`config.mk`:
```
export PLATFORM = sky130hd
export DESIGN_NAME = line_break_min_badness_top
export DESIGN_NICKNAME = d
export VERILOG_FILES = /design/src/hw/rtl/lbmb_pkg.sv /design/src/hw/rtl/line_break_min_badness_top.sv /design/src/hw/rtl/lbmb_front.sv /design/src/hw/rtl/lbmb_cmd_fifo.sv /design/src/hw/rtl/lbmb_back.sv
export SDC_FILE = /design/constraint.sdc
export NUM_CORES = 2
export LEC_CHECK = 0
export BUFFER_PORTS_ARGS = -buffer_cell sky130_fd_sc_hd__buf_2
export CAP_MARGIN = 20
export CORE_MARGIN = 2
export CORE_UTILIZATION = 35
export DETAILED_ROUTE_END_ITERATION = 16
export PLACE_DENSITY = 0.49
export SETUP_SLACK_MARGIN = 0.15
export SYNTH_ARGS = -nofsm -noshare
export SYNTH_HDL_FRONTEND = slang
export SYNTH_SLANG_ARGS = --single-unit
```
`constraint.sdc`:
```
create_clock -name clk -period 11.9 [get_ports clk]
set_input_delay 1.19 -clock clk [delete_from_list [all_inputs] [get_ports clk]]
set_output_delay 1.19 -clock clk [all_outputs]
set_load 0.01 [all_outputs]
```
`src/hw/rtl/lbmb_pkg.sv`:
```
// Shared types and constants of the line breaker.
// Depends on nothing; used by every module of the block.
package lbmb_pkg;

    localparam int LEN_W       = 8;
    localparam int WIDTH_W     = 7;
    localparam int HIST_DEPTH  = 64;
    localparam int HIST_AW     = $clog2(HIST_DEPTH);
    localparam int WS_W        = $clog2(HIST_DEPTH + 1);
    localparam int COST_W      = 32;
    localparam int OUT_W       = 32;
    localparam int SUM_W       = 10;
    localparam int SQ_W        = 2 * WIDTH_W;
    localparam int LC_W        = SQ_W + WIDTH_W + 1;
    localparam int DIV_STEPS   = WIDTH_W;
    localparam int FIFO_DEPTH  = 4;
    localparam int FIFO_AW     = $clog2(FIFO_DEPTH);

    localparam logic [COST_W-1:0]  COST_MAX    = {COST_W{1'b1}};
    localparam logic [LC_W-1:0]    SINGLE_COST = LC_W'(500);
    localparam logic [7:0]         NEWLINE     = 8'd10;
    localparam logic [7:0]         CHAR_LO     = 8'd33;
    localparam logic [7:0]         CHAR_HI     = 8'd126;
    localparam logic [LEN_W-1:0]   LEN_MAX     = {LEN_W{1'b1}};
    localparam logic [WIDTH_W-1:0] WIDTH_RESET = WIDTH_W'(80);

    typedef enum logic {
        CMD_WORD,
        CMD_PARA
    } cmd_kind_t;

    // One command from the front to the back.
    typedef struct packed {
        cmd_kind_t        kind;
        logic [LEN_W-1:0] len;
    } cmd_t;

    typedef enum logic [3:0] {
        B_IDLE,
        B_READ,
        B_CHECK,
        B_DIV,
        B_SQ,
        B_MUL,
        B_ADD,
        B_WRITE,
        B_PFETCH,
        B_PEMIT
    } back_state_t;

endpackage

```
`src/hw/rtl/line_break_min_badness_top.sv`:
```
// Top level of the minimum-raggedness line breaker.
// Depends on lbmb_pkg, lbmb_front, lbmb_cmd_fifo and lbmb_back.
//
// Usage: text bytes enter through push/full, one beat per byte. A byte is
// taken whenever full is low; full rises only when the four-entry command
// queue is full. Results leave through empty/pop: the paragraph result is
// on min_badness, no_words and infeasible while empty is low.
// The line width register is written with cfg_we/cfg_wdata; the user must
// do so only while idle, as the block does not enforce it. Each ended
// word is scored against every earlier word that fits on its line, with
// one memory read, a restoring divider, square and multiply steps each.
// A paragraph end waits until the preceding words are done, then reads the
// last stored cost and emits the result.
// Reset clears all control state and sets the line width to 80; the
// history memories need no clearing. If the receiver does not pop, the
// next paragraph end waits in the queue and input stalls once it fills.
module line_break_min_badness_top (
    input  logic                            clk,
    input  logic                            rst_n,
    input  logic                            cfg_we,
    input  logic [lbmb_pkg::WIDTH_W-1:0]    cfg_wdata,
    input  logic                            push,
    output logic                            full,
    input  logic [7:0]                      text_byte,
    output logic                            empty,
    input  logic                            pop,
    output logic [lbmb_pkg::OUT_W-1:0]      min_badness,
    output logic                            no_words,
    output logic                            infeasible
);

    logic [lbmb_pkg::WIDTH_W-1:0] width_reg;
    logic                         accept;
    logic                         f_valid, q_valid, q_pop;
    lbmb_pkg::cmd_t               f_cmd, q_cmd;

    assign accept = push && !full;

    // Line width register.
    always_ff @(posedge clk or negedge rst_n)
    begin
        if (!rst_n)
            width_reg <= lbmb_pkg::WIDTH_RESET;
        else if (cfg_we)
            width_reg <= cfg_wdata;
    end

    lbmb_front u_front (
        .clk       (clk),
        .rst_n     (rst_n),
        .accept    (accept),
        .text_byte (text_byte),
        .cmd_valid (f_valid),
        .cmd       (f_cmd)
    );

    lbmb_cmd_fifo u_fifo (
        .clk       (clk),
        .rst_n     (rst_n),
        .wr_en     (f_valid),
        .wr_data   (f_cmd),
        .rd_en     (q_pop),
        .rd_data   (q_cmd),
        .not_empty (q_valid),
        .is_full   (full)
    );

    lbmb_back u_back (
        .clk         (clk),
        .rst_n       (rst_n),
        .line_width  (width_reg),
        .cmd_valid   (q_valid),
        .cmd         (q_cmd),
        .cmd_pop     (q_pop),
        .pop         (pop),
        .empty       (empty),
        .min_badness (min_badness),
        .no_words    (no_words),
        .infeasible  (infeasible)
    );

endmodule

```
`src/hw/rtl/lbmb_front.sv`:
```
// Front end: classifies text bytes and issues word and paragraph commands.
// Depends on lbmb_pkg.
module lbmb_front (
    input  logic                clk,
    input  logic                rst_n,
    input  logic                accept,
    input  logic [7:0]          text_byte,
    output logic                cmd_valid,
    output lbmb_pkg::cmd_t      cmd
);

    logic                       lwn_reg, lwn_next;
    logic [lbmb_pkg::LEN_W-1:0] len_reg, len_next;
    logic                       is_nl, is_char;

    assign is_nl   = (text_byte == lbmb_pkg::NEWLINE);
    assign is_char = (text_byte >= lbmb_pkg::CHAR_LO) && (text_byte <= lbmb_pkg::CHAR_HI);

    // Word and paragraph boundary detection.
    always_comb
    begin
        lwn_next  = lwn_reg;
        len_next  = len_reg;
        cmd_valid = 1'b0;
        cmd.kind  = lbmb_pkg::CMD_WORD;
        cmd.len   = len_reg;
        if (accept)
        begin
            if (is_nl && lwn_reg)
            begin
                cmd_valid = 1'b1;
                cmd.kind  = lbmb_pkg::CMD_PARA;
                len_next  = '0;
            end
            else if (is_char)
            begin
                lwn_next = 1'b0;
                if (len_reg != lbmb_pkg::LEN_MAX)
                    len_next = len_reg + 1'b1;
            end
            else
            begin
                lwn_next = is_nl;
                if (len_reg != '0)
                begin
                    cmd_valid = 1'b1;
                    len_next  = '0;
                end
            end
        end
    end

    always_ff @(posedge clk or negedge rst_n)
    begin
        if (!rst_n)
        begin
            lwn_reg <= 1'b1;
            len_reg <= '0;
        end
        else
        begin
            lwn_reg <= lwn_next;
            len_reg <= len_next;
        end
    end

endmodule

```
`src/hw/rtl/lbmb_cmd_fifo.sv`:
```
// Short command queue between the front and the back.
// Depends on lbmb_pkg.
module lbmb_cmd_fifo (
    input  logic           clk,
    input  logic           rst_n,
    input  logic           wr_en,
    input  lbmb_pkg::cmd_t wr_data,
    input  logic           rd_en,
    output lbmb_pkg::cmd_t rd_data,
    output logic           not_empty,
    output logic           is_full
);

    lbmb_pkg::cmd_t                 mem_reg [lbmb_pkg::FIFO_DEPTH];
    logic [lbmb_pkg::FIFO_AW-1:0]   wp_reg, rp_reg;
    logic [lbmb_pkg::FIFO_AW:0]     cnt_reg;

    assign not_empty = (cnt_reg != '0);
    assign is_full   = (cnt_reg == (lbmb_pkg::FIFO_AW+1)'(lbmb_pkg::FIFO_DEPTH));
    assign rd_data   = mem_reg[rp_reg];

    // Storage.
    always_ff @(posedge clk)
    begin
        if (wr_en)
            mem_reg[wp_reg] <= wr_data;
    end

    // Pointers and fill count.
    always_ff @(posedge clk or negedge rst_n)
    begin
        if (!rst_n)
        begin
            wp_reg  <= '0;
            rp_reg  <= '0;
            cnt_reg <= '0;
        end
        else
        begin
            if (wr_en)
                wp_reg <= wp_reg + 1'b1;
            if (rd_en)
                rp_reg <= rp_reg + 1'b1;
            if (wr_en && !rd_en)
                cnt_reg <= cnt_reg + 1'b1;
            else if (rd_en && !wr_en)
                cnt_reg <= cnt_reg - 1'b1;
        end
    end

endmodule

```
`src/hw/rtl/lbmb_back.sv`:
```
// Back end: runs the line-breaking recurrence for each word and builds results.
// Depends on lbmb_pkg.
module lbmb_back (
    input  logic                            clk,
    input  logic                            rst_n,
    input  logic [lbmb_pkg::WIDTH_W-1:0]    line_width,
    input  logic                            cmd_valid,
    input  lbmb_pkg::cmd_t                  cmd,
    output logic                            cmd_pop,
    input  logic                            pop,
    output logic                            empty,
    output logic [lbmb_pkg::OUT_W-1:0]      min_badness,
    output logic                            no_words,
    output logic                            infeasible
);

    lbmb_pkg::back_state_t              state_reg, state_next;
    logic [lbmb_pkg::WS_W-1:0]          m_reg, m_next;
    logic [lbmb_pkg::SUM_W-1:0]         sum_reg, sum_next;
    logic [lbmb_pkg::COST_W-1:0]        best_reg, best_next;
    logic [lbmb_pkg::COST_W-1:0]        prefix_reg, prefix_next;
    logic [lbmb_pkg::LEN_W-1:0]         len_reg, len_next;
    logic [lbmb_pkg::HIST_AW-1:0]       head_reg, head_next;
    logic [lbmb_pkg::WS_W-1:0]          ws_reg, ws_next;
    logic                               over_reg, over_next;
    logic [lbmb_pkg::WIDTH_W-1:0]       rem_reg, rem_next;
    logic [lbmb_pkg::WIDTH_W-1:0]       quo_reg, quo_next;
    logic [lbmb_pkg::WIDTH_W-1:0]       dvd_reg, dvd_next;
    logic [2:0]                         cnt_reg, cnt_next;
    logic [lbmb_pkg::SQ_W-1:0]          sqa_reg, sqa_next, sqb_reg, sqb_next;
    logic [lbmb_pkg::LC_W-1:0]          lc_reg, lc_next;
    logic                               ov_reg, ov_next;
    logic [lbmb_pkg::OUT_W-1:0]         oc_reg, oc_next;
    logic                               onw_reg, onw_next, oinf_reg, oinf_next;

    logic [lbmb_pkg::LEN_W-1:0]         len_mem [lbmb_pkg::HIST_DEPTH];
    logic [lbmb_pkg::COST_W-1:0]        cost_mem [lbmb_pkg::HIST_DEPTH];
    logic [lbmb_pkg::LEN_W-1:0]         rd_len_reg;
    logic [lbmb_pkg::COST_W-1:0]        rd_cost_reg;
    logic [lbmb_pkg::HIST_AW-1:0]       len_addr, cost_addr;
    logic                               wr_en;

    logic [lbmb_pkg::SUM_W-1:0]         sum_add;
    logic [lbmb_pkg::SUM_W:0]           need;
    logic [lbmb_pkg::WIDTH_W:0]         trial;
    logic [lbmb_pkg::WIDTH_W-1:0]       qm1;
    logic [lbmb_pkg::COST_W:0]          total;
    logic [lbmb_pkg::COST_W-1:0]        total_sat;
    logic                               brk;

    assign empty       = !ov_reg;
    assign min_badness = oc_reg;
    assign no_words    = onw_reg;
    assign infeasible  = oinf_reg;

    // History addresses: entry m words back and the cost one further back.
    assign len_addr  = head_reg - m_reg[lbmb_pkg::HIST_AW-1:0];
    assign cost_addr = head_reg - m_reg[lbmb_pkg::HIST_AW-1:0] - 1'b1;

    // History memories with registered read data.
    always_ff @(posedge clk)
    begin
        if (wr_en)
        begin
            len_mem[head_reg]  <= len_reg;
            cost_mem[head_reg] <= best_reg;
        end
        rd_len_reg  <= len_mem[len_addr];
        rd_cost_reg <= cost_mem[cost_addr];
    end

    // Datapath helpers for the current step.
    assign sum_add = sum_reg + ((m_reg != '0) ? lbmb_pkg::SUM_W'(rd_len_reg) : '0);
    assign need    = (lbmb_pkg::SUM_W+1)'(sum_add) + (lbmb_pkg::SUM_W+1)'(m_reg);
    assign brk     = (need > (lbmb_pkg::SUM_W+1)'(line_width))
                     || ((m_reg == ws_reg)
                         && (ws_reg == lbmb_pkg::WS_W'(lbmb_pkg::HIST_DEPTH)));
    assign trial   = {rem_reg, dvd_reg[lbmb_pkg::WIDTH_W-1]};
    assign qm1     = quo_reg - 1'b1;
    assign total   = (lbmb_pkg::COST_W+1)'(prefix_reg) + (lbmb_pkg::COST_W+1)'(lc_reg);
    assign total_sat = total[lbmb_pkg::COST_W] ? lbmb_pkg::COST_MAX
                                               : total[lbmb_pkg::COST_W-1:0];

    // Sequencer: next state and datapath updates.
    always_comb
    begin
        state_next  = state_reg;
        m_next      = m_reg;
        sum_next    = sum_reg;
        best_next   = best_reg;
        prefix_next = prefix_reg;
        len_next    = len_reg;
        head_next   = head_reg;
        ws_next     = ws_reg;
        over_next   = over_reg;
        rem_next    = rem_reg;
        quo_next    = quo_reg;
        dvd_next    = dvd_reg;
        cnt_next    = cnt_reg;
        sqa_next    = sqa_reg;
        sqb_next    = sqb_reg;
        lc_next     = lc_reg;
        ov_next     = ov_reg;
        oc_next     = oc_reg;
        onw_next    = onw_reg;
        oinf_next   = oinf_reg;
        cmd_pop     = 1'b0;
        wr_en       = 1'b0;
        if (pop && ov_reg)
            ov_next = 1'b0;
        unique case (state_reg)
            lbmb_pkg::B_IDLE:
            begin
                if (cmd_valid)
                begin
                    if (cmd.kind == lbmb_pkg::CMD_WORD)
                    begin
                        cmd_pop    = 1'b1;
                        len_next   = cmd.len;
                        sum_next   = lbmb_pkg::SUM_W'(cmd.len);
                        m_next     = '0;
                        best_next  = lbmb_pkg::COST_MAX;
                        if (cmd.len > lbmb_pkg::LEN_W'(line_width))
                            over_next = 1'b1;
                        state_next = lbmb_pkg::B_READ;
                    end
                    else if (!ov_reg)
                    begin
                        cmd_pop    = 1'b1;
                        m_next     = '0;
                        state_next = lbmb_pkg::B_PFETCH;
                    end
                end
            end
            lbmb_pkg::B_READ:
            begin
                state_next = lbmb_pkg::B_CHECK;
            end
            lbmb_pkg::B_CHECK:
            begin
                sum_next    = sum_add;
                prefix_next = (m_reg < ws_reg) ? rd_cost_reg : '0;
                if (brk)
                    state_next = lbmb_pkg::B_WRITE;
                else if (m_reg == '0)
                begin
                    lc_next    = (sum_reg == lbmb_pkg::SUM_W'(line_width))
                                 ? '0 : lbmb_pkg::SINGLE_COST;
                    state_next = lbmb_pkg::B_ADD;
                end
                else
                begin
                    dvd_next   = line_width - lbmb_pkg::WIDTH_W'(sum_add);
                    rem_next   = '0;
                    quo_next   = '0;
                    cnt_next   = '0;
                    state_next = lbmb_pkg::B_DIV;
                end
            end
            lbmb_pkg::B_DIV:
            begin
                // One quotient bit per cycle, restoring form.
                if (trial >= (lbmb_pkg::WIDTH_W+1)'(m_reg))
                begin
                    rem_next = lbmb_pkg::WIDTH_W'(trial - (lbmb_pkg::WIDTH_W+1)'(m_reg));
                    quo_next = {quo_reg[lbmb_pkg::WIDTH_W-2:0], 1'b1};
                end
                else
                begin
                    rem_next = trial[lbmb_pkg::WIDTH_W-1:0];
                    quo_next = {quo_reg[lbmb_pkg::WIDTH_W-2:0], 1'b0};
                end
                dvd_next = {dvd_reg[lbmb_pkg::WIDTH_W-2:0], 1'b0};
                cnt_next = cnt_reg + 1'b1;
                if (cnt_reg == 3'(lbmb_pkg::DIV_STEPS - 1))
                    state_next = lbmb_pkg::B_SQ;
            end
            lbmb_pkg::B_SQ:
            begin
                sqa_next   = qm1 * qm1;
                sqb_next   = quo_reg * quo_reg;
                state_next = lbmb_pkg::B_MUL;
            end
            lbmb_pkg::B_MUL:
            begin
                lc_next = lbmb_pkg::LC_W'(sqa_reg * (m_reg - lbmb_pkg::WS_W'(rem_reg)))
                        + lbmb_pkg::LC_W'(sqb_reg * rem_reg);
                state_next = lbmb_pkg::B_ADD;
            end
            lbmb_pkg::B_ADD:
            begin
                if (total_sat < best_reg)
                    best_next = total_sat;
                if (m_reg == ws_reg)
                    state_next = lbmb_pkg::B_WRITE;
                else
                begin
                    m_next     = m_reg + 1'b1;
                    state_next = lbmb_pkg::B_READ;
                end
            end
            lbmb_pkg::B_WRITE:
            begin
                wr_en     = 1'b1;
                head_next = head_reg + 1'b1;
                if (ws_reg != lbmb_pkg::WS_W'(lbmb_pkg::HIST_DEPTH))
                    ws_next = ws_reg + 1'b1;
                state_next = lbmb_pkg::B_IDLE;
            end
            lbmb_pkg::B_PFETCH:
            begin
                state_next = lbmb_pkg::B_PEMIT;
            end
            lbmb_pkg::B_PEMIT:
            begin
                ov_next    = 1'b1;
                onw_next   = (ws_reg == '0);
                oinf_next  = over_reg;
                oc_next    = ((ws_reg != '0) && !over_reg) ? rd_cost_reg : '0;
                head_next  = '0;
                ws_next    = '0;
                over_next  = 1'b0;
                state_next = lbmb_pkg::B_IDLE;
            end
            default:
            begin
                state_next = lbmb_pkg::B_IDLE;
            end
        endcase
    end

    // State register.
    always_ff @(posedge clk or negedge rst_n)
    begin
        if (!rst_n)
            state_reg <= lbmb_pkg::B_IDLE;
        else
            state_reg <= state_next;
    end

    // Control registers.
    always_ff @(posedge clk or negedge rst_n)
    begin
        if (!rst_n)
        begin
            head_reg <= '0;
            ws_reg   <= '0;
            over_reg <= 1'b0;
            ov_reg   <= 1'b0;
        end
        else
        begin
            head_reg <= head_next;
            ws_reg   <= ws_next;
            over_reg <= over_next;
            ov_reg   <= ov_next;
        end
    end

    // Datapath registers.
    always_ff @(posedge clk)
    begin
        m_reg      <= m_next;
        sum_reg    <= sum_next;
        best_reg   <= best_next;
        prefix_reg <= prefix_next;
        len_reg    <= len_next;
        rem_reg    <= rem_next;
        quo_reg    <= quo_next;
        dvd_reg    <= dvd_next;
        cnt_reg    <= cnt_next;
        sqa_reg    <= sqa_next;
        sqb_reg    <= sqb_next;
        lc_reg     <= lc_next;
        oc_reg     <= oc_next;
        onw_reg    <= onw_next;
        oinf_reg   <= oinf_next;
    end

endmodule

```
==> flow_summary_export.csv <==
group,metric,value,unit
grt,antenna_found_initial,16,
setup_path,cp-start-kind,"flop",
sta,fin_setup_tns,0,ns
setup_path,worstPathRequired,12.53,ns
grt,grt_max_degree,102,
drt,vias,62000,
grt,grt_overflow_total,0,
drt,avgRoutedWirePerCell,28.8,um
placement,dp_hpwl,192000,um
floorplanning,core,0.355,mm^2
synth,netlist_area,0.125,mm^2
floorplanning,rows,219,
cts,cts_sinks,2873,
sta,maxSlewHeadroom,0.234,
setup_path,arrival,9.05,ns
cts,clock-root-buffer,"clkbuf_16",
final_layout,drive_above_1_share,0.207,
setup_path,rrSetupSlack,3.48,ns
sta,final_max_slew_viol_count,0,
cts,post-cts-setup-buffers,0,
synth,yosys.area.top_type,"edfxtp_1",
setup_path,slowest_stage,"edfxtp_1",
placement,dpl.cell_count,11200,
final_layout,syn2layout_area_growth,13.6,%
synth,synthCells,6521,
sta,rsz0062_at_grt,"no",
sta,fmax,119,MHz
cts,cts_hold_buf,0,
synth,yosys_warnings,0,
synth,yosys.cell_types.count,82,
min_path,hp-class,"input pin to asynchronous set/reset pin",
drt,first_iter_violations,5816,
run,maxCapViolCount,0,
grt,grt_pass1_wl,482000,um
synth,yosysMostFrequentCell,"edfxtp_1",
synth,synth_seq_area_share,0.687,
floorplanning,start_util,0.351,
final_layout,final_cells,11800,
drt,drc,0,
sta,hold_slack,0.444,ns
final_layout,fin_util,0.399,
cts,clkTransAtPathRegs,0.07,ns
grt,grt_pass1_vias,65300,
sta,fin_crit,8.42,ns
sta,setup_viol,0,
synth,ys_ff_latch,2873,
synth,yosys.area.top_type_share,0.672,
synth,synthArstFlopShare,0.0146,
setup_path,worstPathMaxFanout,20,
synth,synth_enable_flop_cells,2791,
final_layout,nets,7339,
synth,avgSynthCellArea,19.1,um^2
setup_path,crit_path_frequent_cell,"fa_1",
cts,ctsLongestPathBuffers,4,
cts,htreeDepth,5,
placement,port-buffer-count,55,
synth,ys.flop_type,"edfxtp_1",
cts,cts_resized,0,
sta,timing.final.crit_share,0.708,
sta,worst_pin_slew,1.14,ns
drt,viasPerCell,5.24,
run_status,status,"finished clean",
cts,numCtsBuffers,318,
floorplanning,fp.dieH,601,um
floorplanning,die_area,0.361,mm^2
placement,gp_congestion,0.784,
cts,clk_latency,0.91,ns
grt,grt.total_usage,0.186,
final_layout,largest_reg_flops,2048,
setup_path,endpoint_kind,"flop",
drt,antenna_left,0,
drt,wirelength,340000,um
sta,finalHoldViolCount,0,
cts,tritoncts,"built",
floorplanning,die_width,601,um
sta,skew,0.0524,ns
setup_path,worst-setup-path-type,"flop to flop",
synth,synthTopCellsByArea,"edfxtp_1 67%, mux4_2 12%, mux2i_1 4.0%, fa_1 4.0%, ha_1 2.6%",
floorplanning,ioPinCount,56,
drt,first_pass_iters,5,
setup_path,critPathMaxStageDelay,0.69,ns
synth,synth_common_cells,"2791 x edfxtp_1, 681 x mux4_2, 493 x mux2i_1",
-- critical path, delay by kind of cell, from the launching register on --
kind                       cells  cell delay (ns)
AOI/OAI and AO/OA             10             2.01
xor gates and xnor gates       1             0.16
adders and majority gates      9             4.17
buffers and inverters          2             0.43
DFF                            1             0.69
and+or+nand+nor                5             0.69
-- layer usage --
metal / up-vias / global-route usage / share of wire
met2: 1585 / 0.316 / 0.49
met1: 33800 / 0.255 / 0.43
met3: 401 / 0.0256 / 0.051
met4: 8 / 0.0429 / 0.021
li1: 26200 / - / -
met5: - / 0 / 0.00014
-- kinds of logic (layout without fill, tap and decap cells) --
group	Yosys count	after routing	share of synthesized area
simple gates	852	852	0.0342
fa+ha+maj	507	507	0.0657
xor+xnor	147	147	0.0112
mux	1185	1185	0.164
other cells	2	21	0.0000603
flops	2873	2873	0.687
buf+inv	637	1167	0.0211
compound gates	318	318	0.0168
-- layout make-up --
| class | instances | area [um^2] |
|---|---|---|
| fillers | 32000 | 214000 |
| flip-flops and latches | 2873 | 85700 |
| multi-input cells | 3021 | 37000 |
| clock buffers | 402 | 8450 |
| well taps | 4751 | 5940 |
| repair buffers | 226 | 1700 |
| clock inverters | 167 | 1410 |
| inverters | 372 | 1400 |
| diodes | 9 | 22.5 |
-- layout by cell type, fill, tap and decap left out, drive strengths merged, types with 8 or more instances in the layout --
master	synthesis	routed
edfxtp	2791	2791
mux4	681	681
mux2i	493	493
clkbuf	122	403
inv	372	385
ha	261	261
fa	246	246
buf	143	225
and2	218	218
nand2	207	207
nor2	207	207
clkinv	0	127
xnor2	97	97
a21oi	86	86
o21ai	80	80
xor2	50	50
nand3	49	49
a21o	44	44
dfxtp	40	40
dfrtp	39	39
nor2b	38	38
nand2b	33	33
nor3	29	29
a211oi	21	21
nand4	19	19
bufinv	0	19
o21a	16	16
conb	2	12
and3	11	11
mux2	11	11
o21bai	10	10
or3	10	10
o211ai	10	10
diode	0	9
o31ai	9	9
a31oi	9	9
clkinvlp	0	8
-- metrics by stage --
stage	instance area [um^2]	setup WS, ns
after floorplan	125000	4.31
after global placement	132000	3.07
after detailed placement	132000	3.03
after CTS	141000	2.98
after global routing	142000	2.87
final	142000	3.48
-- worst paths after layout --
path	startpoint	to	depth (start not counted)
max	u_back.rem_reg[1]	u_back.lc_reg[20]	27
min	rst_n	u_front.len_reg[1]	2
max reg2reg	u_back.rem_reg[1]	u_back.lc_reg[20]	27
min reg2reg	u_back.dvd_reg[0]	u_back.dvd_reg[1]	2
max in group asynchronous	rst_n	u_back.head_reg[1]	2
min in group clk	pop	u_back.ov_reg	2
Power is not shown: default switching activity piles up to over one toggle a cycle in this logic, so the estimate is an artifact.
